--- src/rtl/core/assert_macros.svh ---
// ----------------------------------------------------------------------------
// Assertion macros
// Shared concurrent assertion wrappers used across the core.
// ----------------------------------------------------------------------------
`ifndef ASSERT_MACROS_SVH
`define ASSERT_MACROS_SVH

// same-cycle implication
`define ASSERT_IMPL(label, clk, rst, ante, cons) \
   label: assert property (@(posedge clk) disable iff (rst) (ante) |-> (cons)) \
      else $error("assertion failed");

// next-cycle implication
`define ASSERT_NEXT(label, clk, rst, ante, cons) \
   label: assert property (@(posedge clk) disable iff (rst) (ante) |=> (cons)) \
      else $error("assertion failed");

`endif

--- src/rtl/core/gpc_pkg.sv ---
// ----------------------------------------------------------------------------
// gpc_pkg
// Constants, types and helpers of the gate pair crossing counter.
// ----------------------------------------------------------------------------
`default_nettype none

package gpc_pkg;

   localparam int STORE_DEPTH       = 16;
   localparam int SENSORS_PER_BOARD = 8;

   localparam int BOARD_W   = 4;
   localparam int MASK_W    = 8;
   localparam int TIME_W    = 16;
   localparam int NOW_W     = 3;
   localparam int TOTAL_W   = 16;

   localparam int SENSOR_W    = $clog2(SENSORS_PER_BOARD + 1);
   localparam int MASK_IDX_W  = $clog2(MASK_W);
   localparam int STORE_IDX_W = $clog2(STORE_DEPTH);
   localparam int STORE_CNT_W = $clog2(STORE_DEPTH + 1);

   localparam int FIFO_DEPTH  = 4;
   localparam int FIFO_IDX_W  = $clog2(FIFO_DEPTH);
   localparam int FIFO_CNT_W  = $clog2(FIFO_DEPTH + 1);

   localparam logic [TIME_W-1:0]  WINDOW_RESET = TIME_W'(500);
   localparam logic [NOW_W-1:0]   NOW_MAX      = '1;
   localparam logic [TOTAL_W-1:0] TOTAL_MAX    = '1;

   // one per-sensor work transaction from front to back
   typedef struct packed {
      logic [BOARD_W-1:0]  board;
      logic [SENSOR_W-1:0] sensor;
      logic [TIME_W-1:0]   time_ms;
      logic                has_sensor;
      logic                last;
   } cmd_type;

   typedef struct packed {
      logic                strobe;
      logic [NOW_W-1:0]    entries_now;
      logic [NOW_W-1:0]    exits_now;
      logic [TOTAL_W-1:0]  entry_total;
      logic [TOTAL_W-1:0]  exit_total;
      logic                store_overflow;
   } rsp_type;

   typedef enum logic {
      FRONT_IDLE,
      FRONT_ISSUE
   } front_state_type;

   typedef enum logic [1:0] {
      BACK_IDLE,
      BACK_SCAN,
      BACK_APPLY
   } back_state_type;

   // mask bits that map onto real sensors of a board
   function automatic logic [MASK_W-1:0] sensor_bits();
      logic [MASK_W-1:0] m;
      for (int k = 0; k < MASK_W; k++) begin
         m[k] = (k < SENSORS_PER_BOARD);
      end
      return m;
   endfunction

endpackage

`default_nettype wire

--- src/rtl/core/gpc_front.sv ---
// ----------------------------------------------------------------------------
// gpc_front
// Splits an accepted activity word into per-sensor commands, highest first.
// ----------------------------------------------------------------------------
`default_nettype none

module gpc_front import gpc_pkg::*; (
   input  wire logic               clock,
   input  wire logic               reset,
   input  wire logic               accept,
   input  wire logic [BOARD_W-1:0] board_number,
   input  wire logic [MASK_W-1:0]  activity_mask,
   input  wire logic [TIME_W-1:0]  event_time_ms,
   input  wire logic               fifo_full,
   output logic                    push,
   output cmd_type                 cmd
);

   front_state_type          state_ff, state_in;
   logic [BOARD_W-1:0]       board_ff, board_in;
   logic [TIME_W-1:0]        time_ff, time_in;
   logic [MASK_W-1:0]        mask_ff, mask_in;

   logic [MASK_IDX_W-1:0]    top_idx;
   logic [MASK_W-1:0]        rest_mask;

   // highest set bit
   always_comb begin
      top_idx = '0;
      for (int k = 0; k < MASK_W; k++) begin
         if (mask_ff[k]) begin
            top_idx = MASK_IDX_W'(k);
         end
      end
      rest_mask = mask_ff & ~(MASK_W'(1) << top_idx);
   end

   always_comb begin
      state_in = state_ff;
      case (state_ff)
         FRONT_IDLE: begin
            if (accept) begin
               state_in = FRONT_ISSUE;
            end
         end
         FRONT_ISSUE: begin
            if (!fifo_full && rest_mask == '0) begin
               state_in = FRONT_IDLE;
            end
         end
         default: state_in = FRONT_IDLE;
      endcase
   end

   always_comb begin
      push           = (state_ff == FRONT_ISSUE) && !fifo_full;
      cmd.board      = board_ff;
      cmd.sensor     = SENSOR_W'(top_idx) + SENSOR_W'(1);
      cmd.time_ms    = time_ff;
      cmd.has_sensor = |mask_ff;
      cmd.last       = (rest_mask == '0);
      board_in       = board_ff;
      time_in        = time_ff;
      mask_in        = mask_ff;
      if (state_ff == FRONT_IDLE && accept) begin
         board_in = board_number;
         time_in  = event_time_ms;
         mask_in  = activity_mask & sensor_bits();
      end else if (push) begin
         mask_in = rest_mask;
      end
   end

   always_ff @(posedge clock) begin
      if (reset) begin
         state_ff <= FRONT_IDLE;
      end else begin
         state_ff <= state_in;
      end
   end

   always_ff @(posedge clock) begin
      board_ff <= board_in;
      time_ff  <= time_in;
      mask_ff  <= mask_in;
   end

endmodule

`default_nettype wire

--- src/rtl/core/gpc_cmd_fifo.sv ---
// ----------------------------------------------------------------------------
// gpc_cmd_fifo
// Short command queue between the front and back parts.
// ----------------------------------------------------------------------------
`default_nettype none
`include "assert_macros.svh"

module gpc_cmd_fifo import gpc_pkg::*; (
   input  wire logic    clock,
   input  wire logic    reset,
   input  wire logic    push,
   input  wire cmd_type push_data,
   input  wire logic    pop,
   output cmd_type      head,
   output logic         empty,
   output logic         full
);

   cmd_type                 mem_ff [FIFO_DEPTH];
   logic [FIFO_IDX_W-1:0]   wr_ptr_ff, wr_ptr_in;
   logic [FIFO_IDX_W-1:0]   rd_ptr_ff, rd_ptr_in;
   logic [FIFO_CNT_W-1:0]   count_ff, count_in;

   always_comb begin
      empty     = (count_ff == '0);
      full      = (count_ff == FIFO_CNT_W'(FIFO_DEPTH));
      head      = mem_ff[rd_ptr_ff];
      wr_ptr_in = push ? wr_ptr_ff + FIFO_IDX_W'(1) : wr_ptr_ff;
      rd_ptr_in = pop  ? rd_ptr_ff + FIFO_IDX_W'(1) : rd_ptr_ff;
      count_in  = count_ff;
      if (push && !pop) begin
         count_in = count_ff + FIFO_CNT_W'(1);
      end else if (pop && !push) begin
         count_in = count_ff - FIFO_CNT_W'(1);
      end
   end

   always_ff @(posedge clock) begin
      if (reset) begin
         wr_ptr_ff <= '0;
         rd_ptr_ff <= '0;
         count_ff  <= '0;
      end else begin
         wr_ptr_ff <= wr_ptr_in;
         rd_ptr_ff <= rd_ptr_in;
         count_ff  <= count_in;
      end
   end

   always_ff @(posedge clock) begin
      if (push) begin
         mem_ff[wr_ptr_ff] <= push_data;
      end
   end

   `ASSERT_IMPL(a_no_push_full, clock, reset, push, !full)
   `ASSERT_IMPL(a_no_pop_empty, clock, reset, pop, !empty)

endmodule

`default_nettype wire

--- src/rtl/core/gpc_back.sv ---
// ----------------------------------------------------------------------------
// gpc_back
// Runs per-sensor commands against the age-ordered pending event store.
// ----------------------------------------------------------------------------
`default_nettype none
`include "assert_macros.svh"

module gpc_back import gpc_pkg::*; (
   input  wire logic              clock,
   input  wire logic              reset,
   input  wire logic [TIME_W-1:0] window,
   input  wire logic              fifo_empty,
   input  wire cmd_type           fifo_head,
   output logic                   pop,
   output rsp_type                rsp
);

   back_state_type            state_ff, state_in;
   cmd_type                   cmd_ff, cmd_in;
   logic [STORE_CNT_W-1:0]    scan_idx_ff, scan_idx_in;
   logic                      found_ff, found_in;
   logic [STORE_IDX_W-1:0]    found_pos_ff, found_pos_in;
   logic [STORE_CNT_W-1:0]    count_ff, count_in;
   logic [NOW_W-1:0]          ent_now_ff, ent_now_in;
   logic [NOW_W-1:0]          ex_now_ff, ex_now_in;
   logic                      ovf_ff, ovf_in;
   logic [TOTAL_W-1:0]        entry_total_ff, entry_total_in;
   logic [TOTAL_W-1:0]        exit_total_ff, exit_total_in;
   rsp_type                   rsp_ff, rsp_in;

   logic [BOARD_W-1:0]        st_board_ff [STORE_DEPTH];
   logic [BOARD_W-1:0]        st_board_in [STORE_DEPTH];
   logic [SENSOR_W-1:0]       st_sensor_ff [STORE_DEPTH];
   logic [SENSOR_W-1:0]       st_sensor_in [STORE_DEPTH];
   logic [TIME_W-1:0]         st_time_ff [STORE_DEPTH];
   logic [TIME_W-1:0]         st_time_in [STORE_DEPTH];

   logic                      drop_en, wr_en, emit;
   logic [STORE_IDX_W-1:0]    drop_pos, wr_pos, cur;
   logic [TIME_W-1:0]         gap;
   logic                      stale, match, upper_half, in_range;
   logic [SENSOR_W-1:0]       partner;

   assign rsp = rsp_ff;

   // current scan entry
   always_comb begin
      cur        = scan_idx_ff[STORE_IDX_W-1:0];
      in_range   = scan_idx_ff < count_ff;
      gap        = (cmd_ff.time_ms >= st_time_ff[cur]) ? cmd_ff.time_ms - st_time_ff[cur]
                                                        : st_time_ff[cur] - cmd_ff.time_ms;
      stale      = gap > window;
      partner    = SENSOR_W'(SENSORS_PER_BOARD + 1) - cmd_ff.sensor;
      match      = (st_board_ff[cur] == cmd_ff.board) && (st_sensor_ff[cur] == partner);
      upper_half = {cmd_ff.sensor, 1'b0} > (SENSOR_W + 1)'(SENSORS_PER_BOARD);
   end

   always_comb begin
      state_in = state_ff;
      case (state_ff)
         BACK_IDLE: begin
            if (!fifo_empty && fifo_head.has_sensor) begin
               state_in = BACK_SCAN;
            end
         end
         BACK_SCAN: begin
            if (!in_range) begin
               state_in = BACK_APPLY;
            end
         end
         BACK_APPLY: state_in = BACK_IDLE;
         default:    state_in = BACK_IDLE;
      endcase
   end

   always_comb begin
      pop            = 1'b0;
      cmd_in         = cmd_ff;
      scan_idx_in    = scan_idx_ff;
      found_in       = found_ff;
      found_pos_in   = found_pos_ff;
      count_in       = count_ff;
      ent_now_in     = ent_now_ff;
      ex_now_in      = ex_now_ff;
      ovf_in         = ovf_ff;
      entry_total_in = entry_total_ff;
      exit_total_in  = exit_total_ff;
      drop_en        = 1'b0;
      drop_pos       = '0;
      wr_en          = 1'b0;
      wr_pos         = count_ff[STORE_IDX_W-1:0];
      emit           = 1'b0;
      rsp_in         = rsp_ff;
      rsp_in.strobe  = 1'b0;

      case (state_ff)
         BACK_IDLE: begin
            if (!fifo_empty) begin
               pop         = 1'b1;
               cmd_in      = fifo_head;
               scan_idx_in = '0;
               found_in    = 1'b0;
               // empty mask: report totals right away
               emit        = !fifo_head.has_sensor;
            end
         end
         BACK_SCAN: begin
            // purge and oldest-partner search in one pass
            if (in_range) begin
               if (stale) begin
                  drop_en  = 1'b1;
                  drop_pos = cur;
                  count_in = count_ff - STORE_CNT_W'(1);
               end else begin
                  if (!found_ff && match) begin
                     found_in     = 1'b1;
                     found_pos_in = cur;
                  end
                  scan_idx_in = scan_idx_ff + STORE_CNT_W'(1);
               end
            end
         end
         BACK_APPLY: begin
            if (found_ff) begin
               drop_en  = 1'b1;
               drop_pos = found_pos_ff;
               count_in = count_ff - STORE_CNT_W'(1);
               if (upper_half) begin
                  if (ent_now_ff != NOW_MAX) ent_now_in = ent_now_ff + NOW_W'(1);
                  if (entry_total_ff != TOTAL_MAX) begin
                     entry_total_in = entry_total_ff + TOTAL_W'(1);
                  end
               end else begin
                  if (ex_now_ff != NOW_MAX) ex_now_in = ex_now_ff + NOW_W'(1);
                  if (exit_total_ff != TOTAL_MAX) begin
                     exit_total_in = exit_total_ff + TOTAL_W'(1);
                  end
               end
            end else begin
               wr_en = 1'b1;
               if (count_ff == STORE_CNT_W'(STORE_DEPTH)) begin
                  // full: oldest out, new one at the tail
                  drop_en  = 1'b1;
                  drop_pos = '0;
                  wr_pos   = STORE_IDX_W'(STORE_DEPTH - 1);
                  ovf_in   = 1'b1;
               end else begin
                  count_in = count_ff + STORE_CNT_W'(1);
               end
            end
            emit = cmd_ff.last;
         end
         default: ;
      endcase

      if (emit) begin
         rsp_in.strobe         = 1'b1;
         rsp_in.entries_now    = ent_now_in;
         rsp_in.exits_now      = ex_now_in;
         rsp_in.entry_total    = entry_total_in;
         rsp_in.exit_total     = exit_total_in;
         rsp_in.store_overflow = ovf_in;
         ent_now_in            = '0;
         ex_now_in             = '0;
         ovf_in                = 1'b0;
      end
   end

   // store shift / write
   always_comb begin
      for (int j = 0; j < STORE_DEPTH; j++) begin
         st_board_in[j]  = st_board_ff[j];
         st_sensor_in[j] = st_sensor_ff[j];
         st_time_in[j]   = st_time_ff[j];
         if (j < STORE_DEPTH - 1) begin
            if (drop_en && STORE_IDX_W'(j) >= drop_pos) begin
               st_board_in[j]  = st_board_ff[j+1];
               st_sensor_in[j] = st_sensor_ff[j+1];
               st_time_in[j]   = st_time_ff[j+1];
            end
         end
         if (wr_en && STORE_IDX_W'(j) == wr_pos) begin
            st_board_in[j]  = cmd_ff.board;
            st_sensor_in[j] = cmd_ff.sensor;
            st_time_in[j]   = cmd_ff.time_ms;
         end
      end
   end

   always_ff @(posedge clock) begin
      if (reset) begin
         state_ff       <= BACK_IDLE;
         count_ff       <= '0;
         ent_now_ff     <= '0;
         ex_now_ff      <= '0;
         ovf_ff         <= 1'b0;
         entry_total_ff <= '0;
         exit_total_ff  <= '0;
         found_ff       <= 1'b0;
         rsp_ff         <= '0;
      end else begin
         state_ff       <= state_in;
         count_ff       <= count_in;
         ent_now_ff     <= ent_now_in;
         ex_now_ff      <= ex_now_in;
         ovf_ff         <= ovf_in;
         entry_total_ff <= entry_total_in;
         exit_total_ff  <= exit_total_in;
         found_ff       <= found_in;
         rsp_ff         <= rsp_in;
      end
   end

   always_ff @(posedge clock) begin
      cmd_ff       <= cmd_in;
      scan_idx_ff  <= scan_idx_in;
      found_pos_ff <= found_pos_in;
      st_board_ff  <= st_board_in;
      st_sensor_ff <= st_sensor_in;
      st_time_ff   <= st_time_in;
   end

   `ASSERT_IMPL(a_count_bound, clock, reset, 1'b1, count_ff <= STORE_CNT_W'(STORE_DEPTH))
   `ASSERT_IMPL(a_scan_bound, clock, reset, state_ff == BACK_SCAN, scan_idx_ff <= count_ff)

endmodule

`default_nettype wire

--- src/rtl/core/gate_pair_crossing_counter_core.sv ---
// ----------------------------------------------------------------------------
// gate_pair_crossing_counter_core
// Pairs mirrored gate sensor events into entry and exit crossing counts.
// ----------------------------------------------------------------------------
// Usage:
//   Input: a transaction is taken on a rising edge with start high and busy
//   low (board, activity mask, millisecond time). busy stays high until that
//   transaction's single result has been strobed, so one item is in flight.
//   Output: rsp_strobe is high for exactly one cycle with the per-item
//   counts, the saturating running totals and the overflow flag. The
//   receiver cannot stall; the result is simply presented for that cycle.
//   Config: csr_wr_en writes csr_wr_data into the pair window; write it only
//   while busy is low.
//   Operation: the front splits the mask into per-sensor commands and queues
//   them; the back runs each one as a scan over the pending store (one entry
//   per cycle, purging stale events and finding the oldest partner) and then
//   an update step that pairs and counts or stores the event. The store holds
//   16 entries. busy drops the cycle after the strobe; an empty mask gives a
//   result with the totals only.
//   Reset: synchronous; empties the store, zeroes the totals and loads a
//   500 ms window. No clearing pass is needed.
// ----------------------------------------------------------------------------
`default_nettype none
`include "assert_macros.svh"

module gate_pair_crossing_counter_core import gpc_pkg::*; (
   input  wire logic               clock,
   input  wire logic               reset,
   // configuration
   input  wire logic               csr_wr_en,
   input  wire logic [TIME_W-1:0]  csr_wr_data,
   // request
   input  wire logic               start,
   output logic                    busy,
   input  wire logic [BOARD_W-1:0] req_board_number,
   input  wire logic [MASK_W-1:0]  req_activity_mask,
   input  wire logic [TIME_W-1:0]  req_event_time_ms,
   // response
   output logic                    rsp_strobe,
   output logic [NOW_W-1:0]        rsp_entries_now,
   output logic [NOW_W-1:0]        rsp_exits_now,
   output logic [TOTAL_W-1:0]      rsp_entry_total,
   output logic [TOTAL_W-1:0]      rsp_exit_total,
   output logic                    rsp_store_overflow
);

   logic [TIME_W-1:0] window_ff, window_in;
   logic              busy_ff, busy_in;
   logic              accept;

   logic              push, pop, fifo_empty, fifo_full;
   cmd_type           push_cmd, head_cmd;
   rsp_type           rsp;

   // one transaction in flight: set on accept, cleared by its result
   assign accept = start && !busy_ff;
   assign busy   = busy_ff;

   always_comb begin
      window_in = csr_wr_en ? csr_wr_data : window_ff;
      busy_in   = busy_ff;
      if (accept) begin
         busy_in = 1'b1;
      end else if (rsp.strobe) begin
         busy_in = 1'b0;
      end
   end

   always_ff @(posedge clock) begin
      if (reset) begin
         window_ff <= WINDOW_RESET;
         busy_ff   <= 1'b0;
      end else begin
         window_ff <= window_in;
         busy_ff   <= busy_in;
      end
   end

   // front: split the mask into per-sensor commands
   gpc_front u_front (
      .clock         (clock),
      .reset         (reset),
      .accept        (accept),
      .board_number  (req_board_number),
      .activity_mask (req_activity_mask),
      .event_time_ms (req_event_time_ms),
      .fifo_full     (fifo_full),
      .push          (push),
      .cmd           (push_cmd)
   );

   gpc_cmd_fifo u_fifo (
      .clock     (clock),
      .reset     (reset),
      .push      (push),
      .push_data (push_cmd),
      .pop       (pop),
      .head      (head_cmd),
      .empty     (fifo_empty),
      .full      (fifo_full)
   );

   // back: purge, pair and store against the pending events
   gpc_back u_back (
      .clock      (clock),
      .reset      (reset),
      .window     (window_ff),
      .fifo_empty (fifo_empty),
      .fifo_head  (head_cmd),
      .pop        (pop),
      .rsp        (rsp)
   );

   assign rsp_strobe         = rsp.strobe;
   assign rsp_entries_now    = rsp.entries_now;
   assign rsp_exits_now      = rsp.exits_now;
   assign rsp_entry_total    = rsp.entry_total;
   assign rsp_exit_total     = rsp.exit_total;
   assign rsp_store_overflow = rsp.store_overflow;

   `ASSERT_IMPL(a_rsp_in_flight, clock, reset, rsp.strobe, busy_ff)
   `ASSERT_NEXT(a_accept_busy, clock, reset, accept, busy_ff)

endmodule

`default_nettype wire

--- config.mk ---
export PLATFORM = sky130hd
export DESIGN_NAME = gate_pair_crossing_counter_core
export DESIGN_NICKNAME = d
export VERILOG_FILES = /design/src/rtl/core/gpc_pkg.sv /design/src/rtl/core/gpc_front.sv /design/src/rtl/core/gpc_cmd_fifo.sv /design/src/rtl/core/gpc_back.sv /design/src/rtl/core/gate_pair_crossing_counter_core.sv
export VERILOG_INCLUDE_DIRS = /design/src /design/src/rtl/core
export SDC_FILE = /design/constraint.sdc
export NUM_CORES = 1
export LEC_CHECK = 0
export BUFFER_PORTS_ARGS = -buffer_cell sky130_fd_sc_hd__buf_2
export CELL_PAD_IN_SITES_DETAIL_PLACEMENT = 0
export CELL_PAD_IN_SITES_GLOBAL_PLACEMENT = 1
export CORE_ASPECT_RATIO = 0.8
export CORE_MARGIN = 3
export CORE_UTILIZATION = 57
export CTS_CLUSTER_DIAMETER = 30
export DETAILED_ROUTE_END_ITERATION = 6
export PLACE_DENSITY_LB_ADDON = 0.1
export SETUP_SLACK_MARGIN = 0.05
export SLEW_MARGIN = 0
export SYNTH_ARGS = -nofsm -noshare
export SYNTH_HDL_FRONTEND = slang
export SYNTH_SLANG_ARGS = --single-unit
export TNS_END_PERCENT = 100
--- constraint.sdc ---
create_clock -name clock -period 20.2 [get_ports clock]
set_clock_uncertainty 0.2 [all_clocks]
set_input_delay 1.01 -clock clock [delete_from_list [all_inputs] [get_ports clock]]
set_output_delay 1.01 -clock clock [all_outputs]
set_load 0.02 [all_outputs]
== Word-level counts from Yosys, hierarchy flattened ==
Memories as Yosys holds them, arrays and structs flattened. A register that Yosys moved wholly into a read port is not among the register bits.
Index checks and enable logic that the tools add are counted.
Cells by class
  add/sub/neg operators: 15
  $lt $le $gt $ge: 20
  equal/unequal tests: 33
  shift operators: 1
  multiplexer cells: 175
  bitwise gates (word level): 6
  reductions and logical operators: 79
Operators by type and width (number)
  2-to-1 mux 16 bit: 41
  2-to-1 mux 4 bit: 70
  binary-select mux 16 bit (select 4 bit): 1
  2-to-1 mux 3 bit: 16
  logical AND 1 bit: 40
  2-to-1 mux 40 bit: 1
  nonzero test 2 bit: 20
  2-to-1 mux 5 bit: 7
  adder 16 x 1 -> 16 bit, second input constant: 2
  binary-select mux 4 bit (select 4 bit): 2
  == test 4 bit, first input constant: 8
  != test 16 bit, second input constant: 2
  subtractor 16 bit: 2
  >= comparator 4 bit, first input constant: 7
  2-to-1 mux 1 bit: 23
  one-hot mux 5 bit (2 select lines): 2
  == test 3 x 4 -> 1 bit, first input constant: 4
  >= comparator 16 bit: 1
  >= comparator 3 x 4 -> 1 bit, first input constant: 4
  greater-than comparator 16 bit: 1
  2-to-1 mux 8 bit: 2
  AND reduction 4 bit: 3
  adder 5 x 1 -> 5 bit, second input constant: 2
  adder 3 x 1 -> 3 bit, second input constant: 3
  other kinds (39): 65
Storage, ports and cells
  flip-flop bits (word level): 558
  RAM bits: 104
  bits of input ports: 48
  memories kept: 1
Memories
  u_fifo.mem_ff: words 4, bits a word 26, read ports 1, clocked after memory_dff 1, wr ports 1, RTL line gpc_cmd_fifo.sv:19  | cmd_type mem_ff [FIFO_DEPTH];

== Depth between registers and ports, before layout ==
Gate-level depths: netlist (run 1).
  depth in word-level cells: 14
  depth in mapped cells: 31

== By module ==
A second synthesis (run 1) with hierarchy kept.
Second synthesis, totals
  cell total of the unflattened synthesis: 2393
  area total of the unflattened synthesis: 31869.3 µm²
Modules (own cells, without submodules)
  gpc_back: instances 1, cells an instance 2074, area each 25767.2 µm², sequential area each 14293.7 µm²
  gpc_cmd_fifo: instances 1, cells an instance 180, area each 4226.6 µm², sequential area each 3303.2 µm²
  gpc_front: instances 1, cells an instance 83, area each 1237.4 µm², sequential area each 860.8 µm²
  gate_pair_crossing_counter_core: instances 1, cells an instance 56, area each 638.1 µm², sequential area each 340.3 µm²

== Least setup slack after synthesis (run 1) ==
Ideal clock, no wire load.
  kind: register to register
  start point: register u_back.scan_idx_ff[1]
  end point: register u_back.st_board_ff[60] (netlist name) (enable)
  setup time: 442 ps
  arrival time: 8876 ps
  data required time: 19558 ps
  setup slack: 10682 ps
  stages on the path, launching flop included: 27
  period minus slack after synthesis: 9518 ps
  path through: edfxtp_1 -> buf_2 -> buf_2 -> buf_1 -> clkbuf_1 -> clkbuf_1 -> mux4_2 -> mux4_2 -> ha_1 -> clkbuf_2 -> and4_1 -> and3_1 -> a21oi_1 -> a31oi_1 -> a31oi_2 -> mux2_2 -> a221o_1 -> o41a_1 -> ha_1 -> nand4_1 -> or3_1 -> o221ai_1 -> and3b_1 -> buf_2 -> mux2_2 -> nand3b_1 -> o31ai_1
On the way
  cells in the longest elaborated chain, start to end: 13
  elaborated cells on any way between the ends: 19
  classes of those cells: add/sub (2); order compare (4); mux (10); bitwise (1); reduce/logical (2)
RTL lines
  from (decl): RTL line gpc_back.sv:20  | logic [STORE_CNT_W-1:0] scan_idx_ff, scan_idx_in;
  from (signal assigned): RTL line gpc_back.sv:216  | scan_idx_ff <= scan_idx_in;
  inverter 4 -> 5 bit (implied by the code): RTL line gpc_back.sv:50, gpc_back.sv:51
  binary-select mux 16 bit (select 4 bit): RTL line gpc_back.sv:50, gpc_back.sv:51
  2-to-1 mux 16 bit (implied by the code) (2 in a row): RTL line gpc_back.sv:50, gpc_back.sv:51
  subtractor 16 bit (tied with other cells): RTL line gpc_back.sv:51  | : st_time_ff[cur] - cmd_ff.time_ms;
  2-to-1 mux 16 bit: RTL line gpc_back.sv:50  | gap = (cmd_ff.time_ms >= st_time_ff[cur]) ? cmd_ff.time_ms - st_time_ff[cur]
  greater-than comparator 16 bit: RTL line gpc_back.sv:52  | stale = gap > window;
  2-to-1 mux 4 bit: RTL line gpc_back.sv:110  | if (stale) begin
  2-to-1 mux 4 bit: RTL line gpc_back.sv:109  | if (in_range) begin
  one-hot mux 4 bit (2 select lines): RTL line gpc_back.sv:96  | case (state_ff)
  >= comparator 1 x 4 -> 1 bit: RTL line gpc_back.sv:176  | if (drop_en && STORE_IDX_W'(j) >= drop_pos) begin
  logical AND 1 bit (*): RTL line gpc_back.sv:176
  nonzero test 2 bit (no line) (*)
  to (signal assigned): RTL line gpc_back.sv:218  | st_board_ff <= st_board_in;
  to (decl): RTL line gpc_back.sv:31  | logic [BOARD_W-1:0] st_board_ff [STORE_DEPTH];
Mark *: on every way between the ends. The rest lies on a longest branch, timed or not. The select of a mux whose other input is x is not followed.
A chain may end at the register's enable or synchronous reset.

== Final worst setup path (run 1) ==
  start point: register u_back.scan_idx_ff[1]
  end point: register u_back.st_time_ff[96] (netlist name) (enable)
On the way
  cells in the longest elaborated chain, start to end: 13
  elaborated cells on any way between the ends: 19
  classes of those cells: add/sub (2); order compare (4); mux (10); bitwise (1); reduce/logical (2)
RTL lines
  inverter 4 -> 5 bit (implied by the code): RTL line gpc_back.sv:50, gpc_back.sv:51
  binary-select mux 16 bit (select 4 bit): RTL line gpc_back.sv:50, gpc_back.sv:51
  2-to-1 mux 16 bit (implied by the code) (2 in a row): RTL line gpc_back.sv:50, gpc_back.sv:51
  subtractor 16 bit (tied with other cells): RTL line gpc_back.sv:51
  2-to-1 mux 16 bit: RTL line gpc_back.sv:50
  greater-than comparator 16 bit: RTL line gpc_back.sv:52
  2-to-1 mux 4 bit: RTL line gpc_back.sv:110
  2-to-1 mux 4 bit: RTL line gpc_back.sv:109
  one-hot mux 4 bit (2 select lines): RTL line gpc_back.sv:96
  >= comparator 4 bit: RTL line gpc_back.sv:176
  logical AND 1 bit (*): RTL line gpc_back.sv:176
  nonzero test 2 bit (no line) (*)
  to (signal assigned): RTL line gpc_back.sv:220  | st_time_ff <= st_time_in;
  to (decl): RTL line gpc_back.sv:35  | logic [TIME_W-1:0] st_time_ff [STORE_DEPTH];
Marks and branches as above.

==> parameters.txt, run 1 <==
Parameter                              Value

Global route
  Total congestion overflow after global routing    0
  Pin count of the biggest net entering global routing    93
  Wire length of the first global-routing pass    121,000 um
  Number of global-route vias before repair    20,223
  Aggregate global-route resource usage    27.6%
  Antenna violations before repair    1

Floorplan
  Overall die height    216 um
  Area of the die    0.0582 mm^2
  Row Count    76
  Area of the core region    0.0543 mm^2
  Io pins    89
  Effective utilization at floorplan    58.1%
  Die width    269 um

STA
  Slew at the pin closest to its max-slew limit    1000 ps
  Setup repair after global routing missed its margin    false
  Hold violation total from the final report    0
  Final number of setup-violating endpoints    0
  Fin crit share    46.7%
  Shortest period the worst path allows    9430 ps
  Setup_tns    0 ps
  Achievable clock frequency    106 MHz
  Rel. slew slack    33.2%
  Number of max-slew violations in the final report    0

Synthesis
  Synth Flop Type    edfxtp_1
  Post-synthesis area per instance    13.6 um^2
  Number of register bits inferred by synthesis    664
  Cell variety after synth    65
  Synthesized area    0.0315 mm^2
  Fraction of registers with async set or reset after synthesis    0%
  Syn Nets    2,437
  Synthesized netlist cell count    2,313
  Number of flops mapped to enable cells by yosys    550
  Count of synthesis-stage warnings from yosys    0
  Sequential area share after synthesis    59.6%

Route
  Post-route antenna net violation count    0
  Per-cell routed wire length    24.2 um
  Initial DRC Count    2,083
  Detailed-route DRC error count    0
  Total routed wirelength    79,100 um
  Mean number of vias per cell    6.14
  Drt pass-1 iters    5
  Via total after detailed routing    20,081

CTS
  Clk Latency, worst-skew pair    680 ps
  Count of H-tree levels built during CTS    3
  Clock tree from TritonCTS    yes
  Root buffer cell    clkbuf_16
  Post-CTS Repair Setup Buffers    0
  Hold-fix buffers at CTS    0
  Gates resized, CTS repair    0
  Clock transition time at the flip-flop clock pins of the worst setup and hold paths    50 ps
  Sink Count    664
  Clock buffer count from CTS    119
  Clock Path Buffers    3

Worst setup path
  Type of element capturing the critical path    flop
  Cell depth of the worst flop-to-flop path    24
  Crit path DAT    9560 ps
  FF-to-FF Start    u_back.scan_idx_ff[1]
  Worst EP required    20,340 ps
  CP startpoint kind    flop
  Worst Setup Path Type    reg -> reg
  Terminus of the critical flop-to-flop path    u_back.st_time_ff[96]
  Critical path fanouts, max    54
  Register-to-register setup slack    10,770 ps

Power and ir drop
  Power Dens Cells    179 mW/mm^2
  IR drop worst, VDD    107 uV
  Switching Fraction    36.1%
  Comb power frac    38.6%
  Cell Int Power    4.25 mW
  Overall power of the completed layout    6.65 mW
  Clock share of power    31.4%
  Reported leakage power    13.7 nW
  Net switching power    2.40 mW
  Sequential Power Share    29.9%

Hold path
  Worst Hold Launch    u_back.rsp[22]
  Number of cells on the worst hold path    2
  Worst Hold Endpoint    u_back.rsp[22]
  HP Class    reg -> reg

Final layout
  Area added between synthesis and finish    17.6%
  Commonest cells after routing, fill and taps aside    edfxtp_1 (550), nand2_1 (260), o21ai_0 (212)
  Antenna diodes    0
  Post-route cell area    0.0371 mm^2
  Most common cell after layout, fill and taps aside    edfxtp_1
  Number of nets in the layout    2,547
  Share of post-route cells with drive strength above 1    27.9%

Placement
  Count of port buffers added during placement    88
  Total cell area at the placement stage    0.0328 mm^2
  Final weighted congestion in routability-driven placement    0.924
  Placed wire-length estimate    49,600 um

Outcome
  Outcome    complete, no violations

Run
  Number of max-cap violations    0
cell usage after synthesis, drive strengths merged (2+ instances only):
cell	count	area share, %
nand2	260	3.1
dfxtp	114	7.2
o21a	4	0.095
o31ai	5	0.12
nand3b	4	0.095
edfxtp	550	52
and4b	2	0.063
ha	73	2.9
or2	5	0.099
nor3b	2	0.048
and2	21	0.42
mux4	144	10
nand3	18	0.29
mux2i	27	0.86
or3	5	0.099
and4	4	0.11
and3	21	0.42
a21o	25	0.60
o211ai	16	0.38
nand4	15	0.30
nor2	133	1.6
nand2b	14	0.28
a221oi	3	0.10
xor2	27	0.75
nor2b	9	0.18
nor3	14	0.22
inv	77	0.92
mux2	196	7.0
a221o	2	0.063
o21bai	6	0.14
clkbuf	124	1.5
a211oi	30	0.71
buf	30	0.48
xnor2	29	0.81
fa	3	0.19
o221ai	3	0.083
o21ai	216	3.4
a31oi	6	0.14
nor4	3	0.079
a2111oi	2	0.056
a21oi	56	0.89
cell type report:
class	count	area [um^2]
timing repair buffer	143	868
clock inverter	91	1130
multi-input combinational	1418	11900
fill	3769	17200
clock buffer	134	3170
inverter	77	289
tap	741	927
sequential	664	18800
cell families (layout without fill, tap and decap cells):
logic type | Yosys count | count (layout) | share of synthesized area (%)
XOR/XNOR | 56 | 56 | 1.56
flip-flops | 664 | 664 | 59.6
AO/OA/AOI/OAI | 385 | 385 | 7.12
buffers and inverters | 231 | 445 | 2.89
AND/OR/NAND/NOR | 534 | 534 | 7.47
adder cells (fa/ha/maj) | 76 | 76 | 3.09
multiplexers | 367 | 367 | 18.3
metrics by stage:
step / hold slack (ps) / worst slack [ps] / instances / utilization [%]
2_1_floorplan: 224 / 10680 / 2313 / -
3_3_place_gp: 238 / 11040 / 3043 / 60.4
3_5_place_dp: 242 / 10870 / 3043 / 60.4
4_1_cts: 254 / 10840 / 3268 / 68.3
5_1_grt: 273 / 10280 / 3268 / 68.3
6_report: 248 / 10770 / 3268 / 68.3
routing by layer:
metal | share of wire (%) | up-vias | track usage, %
met5 | 0 | - | 0
met4 | 2.1 | 0 | 7.48
met3 | 10 | 124 | 8.29
met2 | 44 | 911 | 41.0
met1 | 44 | 10072 | 40.1
li1 | - | 8974 | -
power by group through the flow:
stage	combinational, mW	sequential [mW]	clock [mW]
6_report	2.57	1.99	2.09
5_1_grt	2.82	2.01	2.19
4_1_cts	2.56	1.98	2.12
3_5_place_dp	2.54	2.00	0
3_3_place_gp	2.51	1.99	0
2_1_floorplan	1.81	1.97	0
worst max-delay path by stage:
stage / slack, ps / end / depth (start not counted) / startpoint
final: 10770 / u_back.st_time_ff[96] / 24 / u_back.scan_idx_ff[1]
after global routing: 10280 / u_back.st_time_ff[96] / 24 / u_back.scan_idx_ff[1]
after detailed placement: 10870 / u_back.st_time_ff[104] / 24 / u_back.scan_idx_ff[1]
after global placement: 11040 / u_back.st_time_ff[105] / 23 / u_back.scan_idx_ff[1]
after CTS: 10840 / u_back.st_time_ff[96] / 24 / u_back.scan_idx_ff[1]
after floorplan: 10680 / u_back.st_board_ff[60] / 26 / u_back.scan_idx_ff[1]
critical path, cell delays in order, from the launching register on:
cell and delay [ps]:
edfxtp_1 340, buf_4 340, buf_4 710, mux4_2 420
mux4_2 530, ha_1 470, nand2_1 140, o21ai_0 280
o21ai_0 180, a31oi_1 290, a31oi_2 120, buf_4 240
inv_1 200, a2bb2oi_1 350, a2111oi_0 170, a2111oi_0 560
ha_1 230, nand4_1 130, or3_1 390, o221ai_1 240
and3b_1 550, mux2_2 400, nand3b_1 430, nand3_1 680
buf_4 430
state kept, by name (all words and copies together) (netlist names), 2 cells and up, named ones only:
register	cells
u_back.scan_idx_ff	5
u_back.st_sensor_ff	64
u_fifo.rd_ptr_ff	2
u_back.count_ff	5
u_fifo.wr_ptr_ff	2
u_back.found_pos_ff	4
u_back.state_ff	2
u_back.exit_total_ff	16
u_back.st_time_ff	256
u_back.ex_now_ff	3
u_fifo.mem_ff	104
u_front.mask_ff	8
u_back.st_board_ff	64
u_back.rsp	40
u_front.board_ff	4
u_front.time_ff	16
u_fifo.count_ff	3
u_back.cmd_ff	25
u_back.entry_total_ff	16
window_ff	16
u_back.ent_now_ff	3
Power figures use the tool's default switching activity.
==> run 2, diff against run 1 <==
--- a/config.mk
+++ b/config.mk
@@ -6,12 +6,13 @@
 export SDC_FILE = /design/constraint.sdc
 export NUM_CORES = 1
 export LEC_CHECK = 0
+export ABC_AREA = 1
 export BUFFER_PORTS_ARGS = -buffer_cell sky130_fd_sc_hd__buf_2
 export CELL_PAD_IN_SITES_DETAIL_PLACEMENT = 0
 export CELL_PAD_IN_SITES_GLOBAL_PLACEMENT = 1
 export CORE_ASPECT_RATIO = 0.8
 export CORE_MARGIN = 3
-export CORE_UTILIZATION = 57
+export CORE_UTILIZATION = 49
 export CTS_CLUSTER_DIAMETER = 30
 export DETAILED_ROUTE_END_ITERATION = 6
 export PLACE_DENSITY_LB_ADDON = 0.1
==> constraint.sdc (replaced) <==
create_clock -name clock -period 9.18 [get_ports clock]
set_clock_uncertainty 0.2 [all_clocks]
set_input_delay 0.459 -clock clock [delete_from_list [all_inputs] [get_ports clock]]
set_output_delay 0.459 -clock clock [all_outputs]
set_load 0.02 [all_outputs]
==> parameters.txt, run 2 <==
Parameter                              Value

CTS
  Post-CTS Repair Setup Buffers    0
  Clock transition time at the flip-flop clock pins of the worst setup and hold paths    50 ps
  Root buffer cell    clkbuf_16
  Hold-fix buffers at CTS    58
  Clock Path Buffers    3
  Count of H-tree levels built during CTS    4
  Clk Latency, worst-skew pair    730 ps
  Sink Count    664
  Clock tree from TritonCTS    yes
  Gates resized, CTS repair    0
  Clock buffer count from CTS    135

Floorplan
  Io pins    89
  Row Count    84
  Area of the core region    0.0661 mm^2
  Effective utilization at floorplan    49.8%
  Area of the die    0.0703 mm^2
  Die width    296 um
  Overall die height    238 um

Global route
  Pin count of the biggest net entering global routing    164
  Total congestion overflow after global routing    0
  Aggregate global-route resource usage    28.6%
  Wire length of the first global-routing pass    153,000 um
  Antenna violations before repair    0
  Number of global-route vias before repair    25,378

STA
  Slew at the pin closest to its max-slew limit    1270 ps
  Setup repair after global routing missed its margin    false
  Final number of setup-violating endpoints    0
  Rel. slew slack    15.4%
  Hold violation total from the final report    0
  Fin crit share    86.0%
  Number of max-slew violations in the final report    0
  Setup_tns    0 ps
  Shortest period the worst path allows    7890 ps
  Achievable clock frequency    127 MHz

Final layout
  Share of post-route cells with drive strength above 1    10.9%
  Share of the core filled with cells in the final layout    59.2%
  Biggest register    u_back.st_time_ff
  Layout fillers    5,716
  Most common cell after layout, fill and taps aside    nand2_1
  Area added between synthesis and finish    19.0%
  Antenna diodes    0
  Number of nets in the layout    3,890
  Top Registers    u_back.st_time_ff (256), u_fifo.mem_ff (104)
  Commonest cells after routing, fill and taps aside    nand2_1 (809), o21ai_0 (585), edfxtp_1 (550)
  Number of flip-flops under the largest register name    256

Worst setup path
  Crit path DAT    8130 ps
  Worst EP required    9420 ps
  FF-to-FF Start    u_back.scan_idx_ff[0]
  Cell at the slowest stage of the critical path    inv_4
  CP startpoint kind    flop
  Dominant cell type by count on the critical path    nand2_1
  Largest delay contributor family on the critical path    simple AND/OR/NAND/NOR gates
  Terminus of the critical flop-to-flop path    u_back.st_sensor_ff[9]
  Number of buffers and inverters on the critical path    8
  Worst Setup Path Type    reg -> reg
  Cell depth of the worst flop-to-flop path    33
  Type of element capturing the critical path    flop
  Register-to-register setup slack    1290 ps
  Critical path fanouts, max    68
  Peak per-stage delay on the critical path    580 ps

Run
  Number of max-cap violations    0

Route
  Initial DRC Count    3,039
  Mean number of vias per cell    5.59
  Per-cell routed wire length    21.3 um
  Post-route antenna net violation count    0
  Detailed-route DRC error count    0
  Drt pass-1 iters    6
  Via total after detailed routing    26,459
  Total routed wirelength    101,000 um

Synthesis
  Cell variety after synth    47
  Count of synthesis-stage warnings from yosys    0
  Number of flops mapped to enable cells by yosys    550
  Sequential area share after synthesis    57.1%
  Cells taking the most area after synthesis    edfxtp_1 (50%), nand2_1 (9.2%), o21ai_0 (8.9%)
  Synthesized area    0.0329 mm^2
  Proportion of netlist area held by the largest area contributor    50.2%
  Syn Nets    3,739
  Number of register bits inferred by synthesis    664
  Post-synthesis area per instance    9.10 um^2
  Most common cell in the netlist    nand2_1
  Area leader, netlist    edfxtp_1
  Synth Flop Type    edfxtp_1
  Most frequent cells after synthesis    nand2_1 (809), o21ai_0 (587), edfxtp_1 (550), inv_1 (396), nor2_1 (234)
  Fraction of registers with async set or reset after synthesis    0%
  Synthesized netlist cell count    3,615

Power and ir drop
  Sequential Power Share    28.3%
  Net switching power    6.48 mW
  IR drop worst, VDD    208 uV
  Comb power frac    40.5%
  Cell Int Power    9.01 mW
  Reported leakage power    15.7 nW
  Clock share of power    31.2%
  Switching Fraction    41.8%
  Power Dens Cells    396 mW/mm^2

Placement
  Final weighted congestion in routability-driven placement    0.898
  Placed wire-length estimate    62,500 um
  Count of port buffers added during placement    88

Hold path
  Worst Hold Endpoint    window_ff[3]
  Number of cells on the worst hold path    3
  Worst Hold Launch    csr_wr_en
  HP Class    in -> reg

Outcome
  Outcome    complete, no violations
run 2: metal layers:
layer	global-route usage [%]	vias to the layer above	part of all wire, %	wire length (um)
met2	42.2	1102	43	43200
met5	0	-	0	0
li1	-	12581	-	-
met4	9.85	0	2.5	2550
met3	5.74	151	8.7	8820
met1	42.2	12625	46	46200
run 2: stage by stage:
stage	cells	hold slack, ps	worst slack, ps	total power [mW]	area (um^2)
2_1_floorplan	3615	236	2500	8.37	32900
3_3_place_gp	4431	229	1520	10.5	34100
3_5_place_dp	4431	236	1380	10.6	34100
4_1_cts	4734	35.5	1340	15.4	39200
5_1_grt	4734	122	625	16.5	39200
6_report	4734	101	1290	15.5	39200
run 2: worst register-to-register path, delay by kind of cell (launching register included):
kind | cells | cell delay [ps]
compound gates | 8 | 1550
simple gates | 14 | 2410
flops | 1 | 470
fa+ha+maj | 2 | 690
xor+xnor | 1 | 140
buf+inv | 8 | 2150
run 2: final cells by class:
cell class	instances	area, um^2	share of cell area [%]
well taps	860	1080	2.75
inverters	428	1610	4.12
clock inverters	84	948	2.42
flip-flops and latches	664	18800	48.0
repair buffers	209	1520	3.88
clock buffers	161	3570	9.11
multi-input cells	2328	11600	29.7
run 2: how the worst max path moves through the flow:
stage	startpoint	end	cells past startpoint	slack, ps
6_report	u_back.scan_idx_ff[0]	u_back.st_sensor_ff[9]	33	1290
3_5_place_dp	u_back.scan_idx_ff[0]	u_back.st_board_ff[8]	30	1380
4_1_cts	u_back.scan_idx_ff[0]	u_back.st_time_ff[37]	30	1340
3_3_place_gp	u_back.scan_idx_ff[0]	u_back.st_board_ff[11]	30	1520
2_1_floorplan	u_back.scan_idx_ff[1]	u_back.st_board_ff[32]	30	2500
5_1_grt	u_back.scan_idx_ff[0]	u_back.st_time_ff[37]	33	630
run 2: logic make-up (layout without fill, tap and decap cells):
logic type | count (synthesis) | count (layout) | share of synthesized area (%)
simple gates | 1260 | 1260 | 15.8
xor+xnor | 39 | 39 | 1.04
fa+ha+maj | 76 | 76 | 2.96
buf+inv | 623 | 882 | 7.77
compound gates | 949 | 949 | 15.2
mux | 4 | 4 | 0.122
flops | 664 | 664 | 57.1
run 2: power by group through the flow:
stage,Sequential [mW],Combinational [mW],Clock (mW)
after floorplan,4.29,4.08,0
after global placement,4.41,6.12,0
after detailed placement,4.42,6.13,0
after CTS,4.37,6.20,4.88
after global routing,4.42,7.00,5.04
final,4.39,6.27,4.83
